## config.mk

```make
export PLATFORM = sky130hd
export DESIGN_NAME = hsat_prod
export DESIGN_NICKNAME = d
export VERILOG_FILES = /design/src/hw/rtl/hsat_pkg.sv /design/src/hw/rtl/hsat_prod.sv
export SDC_FILE = /design/constraint.sdc
export NUM_CORES = 2
export LEC_CHECK = 0
export BUFFER_PORTS_ARGS = -buffer_cell sky130_fd_sc_hd__buf_2
export CORE_ASPECT_RATIO = 0.9
export CORE_MARGIN = 3
export CORE_UTILIZATION = 47
export DETAILED_ROUTE_END_ITERATION = 7
export GPL_TIMING_DRIVEN = 0
export HOLD_SLACK_MARGIN = 0.12
export PLACE_DENSITY = 0.72
export SYNTH_ARGS = -nofsm -noshare
export SYNTH_HDL_FRONTEND = slang
export SYNTH_SLANG_ARGS = --single-unit
```

## constraint.sdc

```tcl
create_clock -name i_clk -period 8 [get_ports i_clk]
set_clock_uncertainty 0.2 [all_clocks]
set_input_delay 0.4 -clock i_clk [delete_from_list [all_inputs] [get_ports i_clk]]
set_output_delay 0.4 -clock i_clk [all_outputs]
set_load 0.01 [all_outputs]
```

## src/hw/rtl/hsat_pkg.sv

```systemverilog
package hsat_pkg;

    localparam int COORD_WIDTH = 36;
    localparam int FRAC_BITS   = 40;
    localparam int CFG_W       = 32;
    localparam int CFG_IDX_W   = 8;

    localparam int PROD_W = COORD_WIDTH + CFG_W;
    localparam int LO_W   = COORD_WIDTH / 2;
    localparam int HI_W   = COORD_WIDTH - LO_W;
    localparam int TERM_W = PROD_W + 1 - FRAC_BITS;

    localparam int SUM_BASE0 = (COORD_WIDTH > TERM_W) ? COORD_WIDTH : TERM_W;
    localparam int SUM_BASE  = (SUM_BASE0 > CFG_W) ? SUM_BASE0 : CFG_W;
    localparam int SUM_W     = SUM_BASE + 3;

    typedef logic signed [COORD_WIDTH-1:0] t_coord;
    typedef logic signed [CFG_W-1:0]       t_param;
    typedef logic signed [TERM_W-1:0]      t_term;
    typedef logic signed [SUM_W-1:0]       t_sum;

    typedef struct packed {
        logic mul;
        logic rnd;
    } t_prod_en;

    typedef enum logic [CFG_IDX_W-1:0] {
        CFG_MODE    = 8'd0,
        CFG_SHIFT_X = 8'd1,
        CFG_SHIFT_Y = 8'd2,
        CFG_SHIFT_Z = 8'd3,
        CFG_ROT_X   = 8'd4,
        CFG_ROT_Y   = 8'd5,
        CFG_ROT_Z   = 8'd6,
        CFG_SCALE   = 8'd7
    } t_cfg_idx;

endpackage

```

## src/hw/rtl/hsat_prod.sv

```systemverilog
module hsat_prod import hsat_pkg::*; (
    input  logic     i_clk,
    input  t_prod_en i_en,
    input  t_coord   i_a,
    input  t_param   i_b,
    output t_term    o_term
);

    localparam logic signed [PROD_W:0] HALF = (PROD_W + 1)'(1) << (FRAC_BITS - 1);

    logic signed [LO_W:0]             lo_op;
    logic signed [HI_W-1:0]           hi_op;
    logic signed [LO_W+CFG_W:0]       r_lo;
    logic signed [HI_W+CFG_W-1:0]     r_hi;
    logic signed [PROD_W:0]           hi_sh;
    logic signed [PROD_W:0]           lo_ext;
    logic signed [PROD_W:0]           prod;
    logic signed [PROD_W:0]           neg_adj;
    logic signed [PROD_W:0]           rnd;
    t_term                            r_term;

    assign lo_op = $signed({1'b0, i_a[LO_W-1:0]});
    assign hi_op = i_a[COORD_WIDTH-1:LO_W];

    // split multiply: unsigned low half and signed high half
    always_ff @(posedge i_clk) begin
        if (i_en.mul) begin
            r_lo <= (LO_W+CFG_W+1)'(lo_op) * (LO_W+CFG_W+1)'(i_b);
            r_hi <= (HI_W+CFG_W)'(hi_op) * (HI_W+CFG_W)'(i_b);
        end
    end

    // recombine, round half away from zero, drop fraction
    always_comb begin
        hi_sh   = {r_hi[HI_W+CFG_W-1], r_hi, {LO_W{1'b0}}};
        lo_ext  = {{HI_W{r_lo[LO_W+CFG_W]}}, r_lo};
        prod    = hi_sh + lo_ext;
        neg_adj = {{PROD_W{1'b0}}, prod[PROD_W]};
        rnd     = prod + HALF - neg_adj;
    end

    always_ff @(posedge i_clk) begin
        if (i_en.rnd) begin
            r_term <= rnd[PROD_W:FRAC_BITS];
        end
    end

    assign o_term = r_term;

endmodule
```

[Word level (Yosys, flattened, before mapping)]
Cells that the tools add are included.
Cells by class
  add/subtract/negate cells: 3
  multiply operators: 2
Operators with widths (number)
  adder 68 x 51 -> 69 bit: 1
  adder 69 x 41 -> 69 bit (second input constant): 1
  subtractor 69 x 2 -> 69 bit: 1
  multiplier 19 x 32 -> 51 bit: 1
  multiplier 18 x 32 -> 50 bit: 1
Storage, ports and cells
  output and inout bits: 29
  bits in registers: 130

[Longest topological paths before layout]
  depth in word-level cells: 3
  mapped depth: 28
  depth with buffers taken out: 26

[Least setup slack after synthesis]
Ideal clock, no wire load.
  path kind: in2reg
  start point: input i_b[17]
  end point: register r_hi[43] (data pin)
  stages: 25
  arrival time: 6.472 ns
  setup slack: 1.073 ns
  cells stage by stage: clkbuf_1 -> clkbuf_1 -> nand2_1 -> fa_1 -> inv_1 -> fa_1 -> inv_1 -> fa_1 -> fa_1 -> inv_1 -> fa_1 -> inv_1 -> fa_1 -> inv_1 -> ha_1 -> a21oi_1 -> o21ai_1 -> a21oi_1 -> a32oi_1 -> nand3_1 -> a211oi_1 -> o41ai_1 -> o21ai_1 -> or4_1 -> and3_1
On the way
  longest elaborated chain between the ends: 1
Ends and longest elaborated chain
  start: declaration: line hsat_prod.sv:5  | input t_param i_b,
  multiplier 18 x 32 -> 50 bit: line hsat_prod.sv:29  | r_hi <= (HI_W+CFG_W)'(hi_op) * (HI_W+CFG_W)'(i_b);
  end signal: assignment: line hsat_prod.sv:29
  end: declaration: line hsat_prod.sv:14  | logic signed [HI_W+CFG_W-1:0] r_hi;
No other way between the ends.
A chain may end at the register's enable or synchronous reset.

[Worst setup path after layout]
  start point: input i_b[20]
  end point: register r_lo[49] (data pin)
On the way
  longest elaborated chain between the ends: 1
Ends and longest elaborated chain
  multiplier 19 x 32 -> 51 bit: line hsat_prod.sv:28  | r_lo <= (LO_W+CFG_W+1)'(lo_op) * (LO_W+CFG_W+1)'(i_b);
  end signal: assignment: line hsat_prod.sv:28
  end: declaration: line hsat_prod.sv:13  | logic signed [LO_W+CFG_W:0] r_lo;
No other way between the ends.

==> results.md <==
* Number of buffers created by CTS at 17
* CTS tree: built
* CP Class: in -> reg
* Routed Antenna Nets at 0
* Post-Syn Nets at 7,293
* GR Util met1 at 39.69%
* Area delta synth->final at 6.270%
* Final design utilization at 50.76%
* Share of cells above drive strength 1 at 5.263%
* Die height at 317.9 µm
* Core area at 0.1063 mm²
* Hold WC Path Type: in -> reg
* Total track usage at 29.89%
* EDFF count, synth at 130
* Sequential-to-total area share from yosys stat at 7.686%
* List of most frequent post-synthesis cells: inv_1 (1,406), fa_1 (1,111), nand2_1 (744)
* DR iter-0 viols at 3,649
* Routability Congestion at 1.005
* Synth area leader: fa_1
* Post-Synth Adder-Cell Area at 52.76%
* Ys async rst share at 0%
* Worst hold path cell count at 1
* Maxcap violations at 0
* M2 GR Usage at 46.14%
* Reg2Reg Launch Point: r_lo[34]
* Primary FF master, synth: edfxtp_1
* Synth top area cells: fa_1 (44%), inv_1 (10%), ha_1 (9.0%), edfxtp_1 (7.7%), and2_1 (6.3%)
* WL final at 164.4 mm
* Avg Cell Area, Syn at 8.838 µm²
* Peak Freq at 126.9 MHz
* Multi-input gate area at 0.04074 mm²
* Chip width at 352.5 µm
* DRC viols at 0
* Data arrival, critical path at 7.86 ns
* Reg area at 0.003904 mm²
* Initial Utilization at 47.77%
* Synthesis-stage register bit count at 130
* Grt peak-use layer: met2
* Slew @ Worst Pin at 1.005 ns
* Final Hold Viols at 0
* YS warnings at 0
* Setup crit start kind: primary input
* Fill count at 10,120
* Drt via density at 5.531
* Slew Viols, Final at 0
* Via count at 40,400
* Full die area at 0.1120 mm²
* FF-to-FF path depth at 24
* Compound-Gate Fraction of Synth Area at 8.253%
* Mapped Cells at 5,747
* Period minus WS final at 7.882 ns
* I/O pins at 100
* Root Driver: clkbuf_16
* Area share of the largest cell type after synthesis at 43.79%
* Design area at 0.05397 mm²
* Most frequent cell after synthesis: inv_1
* Nets@finish at 7,385
* CTS max path bufs at 2
* Clk sinks at 130
* Synth Area in XOR/XNOR at 2.863%
* Post-Synth Simple-Gate Area at 16.06%
* Dpl ws at -1.581 ns
* First-pass GRT wire length at 251.8 mm
* PortBufs at 70
* CTS Hold Bufs at 0
* Grt total ovfl at 0
* Largest family of logic cells by synthesized area: adder cells
* Final worst path period share at 98.53%
* Synth Cell Area at 0.05079 mm²
* Mux contribution to synthesized area at 0.04188%
* Reg clk slew, reported paths at 0.07 ns
* GR Layer Usage met3 at 7.456%
* Final Setup Violations at 0
* Synth cell types at 85
* Slew HR at 32.73%
* Dpl hpwl at 138.5 mm
* Crit end category: flop
* Initial antenna violation count at 30
* Status: finished clean
* Vias in the first global route at 41,530
* Skew-Pair Late Insertion Delay at 0.47 ns
* Setup ws final at 0.1176 ns
* Setup TNS at 0 ns
* Crit path from: i_b[20]
* Pin count of the biggest net entering global routing at 72
* Max H-tree Level at 4
* Hold path startpoint: i_en[1]
* Placed cell areas at 0.05297 mm²
* # rows at 113
* CP max FO at 10
* Drt first pass iters at 8
* Wire per inst at 22.52 µm
* WP data required at 7.98 ns
sequential cells by signal, indices dropped and copies added (netlist names):
signal,cells
r_lo,51
r_hi,50
o_term,29
cell type report:
| type | instances | area share [%] |
|---|---|---|
| repair buffers | 73 | 0.7325 |
| multi-input cells | 3949 | 75.47 |
| inverters | 1407 | 9.792 |
| well taps | 1437 | 3.331 |
| clock inverters | 15 | 0.3500 |
| plain buffers | 261 | 2.235 |
| clock buffers | 17 | 0.7882 |
| flip-flops and latches | 130 | 7.233 |
| diodes | 14 | 0.06491 |
metal layers:
layer / up-vias / part of all wire [%]
met4: 12 / 5.3
li1: 17540 / -
met3: 427 / 11
met2: 2143 / 44
met1: 20270 / 40
met5: - / 0.048
cell families (layout without fill, tap and decap cells):
logic type / count (synthesis) / count (layout)
XOR/XNOR: 166 / 166
AND/OR/NAND/NOR: 1665 / 1665
flip-flops: 130 / 130
adder cells (fa/ha/maj): 1475 / 1475
AO/OA/AOI/OAI: 641 / 641
buffers and inverters: 1668 / 1773
multiplexers: 2 / 2
other: 0 / 14
placed cells by master (no fill, tap or decap), drive strengths merged, types with 7 or more instances in the layout:
master | Yosys | routed
a211oi | 32 | 32
a21o | 99 | 99
a21oi | 204 | 204
a311oi | 7 | 7
a31o | 7 | 7
a31oi | 19 | 19
a41oi | 9 | 9
and2 | 511 | 511
and3 | 22 | 22
buf | 9 | 94
clkbuf | 252 | 257
clkinv | 1 | 9
diode | 0 | 14
edfxtp | 130 | 130
fa | 1111 | 1111
ha | 364 | 364
inv | 1406 | 1412
nand2 | 745 | 745
nand2b | 29 | 29
nand3 | 57 | 57
nand4 | 40 | 40
nor2 | 136 | 136
nor2b | 28 | 28
nor3 | 40 | 40
nor4 | 14 | 14
o211ai | 12 | 12
o21a | 24 | 24
o21ai | 117 | 117
o21bai | 40 | 40
o31ai | 7 | 7
or3 | 12 | 12
xnor2 | 121 | 121
xor2 | 45 | 45
critical path: stages:
cell and delay [ns]:
clkbuf_2 0.34, clkbuf_4 0.42, and2_1 0.20, fa_1 0.45
fa_1 0.53, inv_1 0.06, fa_1 0.49, inv_1 0.06
fa_1 0.48, fa_1 0.55, inv_1 0.05, fa_1 0.55
inv_1 0.07, ha_1 0.38, inv_1 0.06, o21bai_1 0.28
a31o_2 0.29, nor3b_1 0.41, a21oi_4 0.17, o21ba_1 0.25
a31oi_1 0.34, o21ai_1 0.15, o21ai_0 0.34, xor2_2 0.52
path summary, 6_finish.rpt:
| check | to | slack [ns] |
|---|---|---|
| max | r_lo[49] | 0.12 |
| min | r_lo[22] | 0.21 |
| max reg2reg | o_term[28] | 1.13 |
| min reg2reg | o_term[28] | 1.01 |
stage by stage:
step                      cells  hold WS [ns]
after floorplan            5747        0.3125
after global placement     7254        0.6115
after detailed placement   7255        0.6108
after CTS                  7287        0.1733
after global routing       7291        0.2104
final                      7303        0.2086
what timing repair did:
item | in CTS | in global routing
pin swaps | 1 | 3
resized for setup | 82 | 223
buffers inserted | 0 | 2
gates cloned | 0 | 0
setup endpoints to repair | 34 | 21
Power is left out: the tool's default activity adds up to more than one toggle a clock period on the data nets, which glitch-free logic cannot reach.
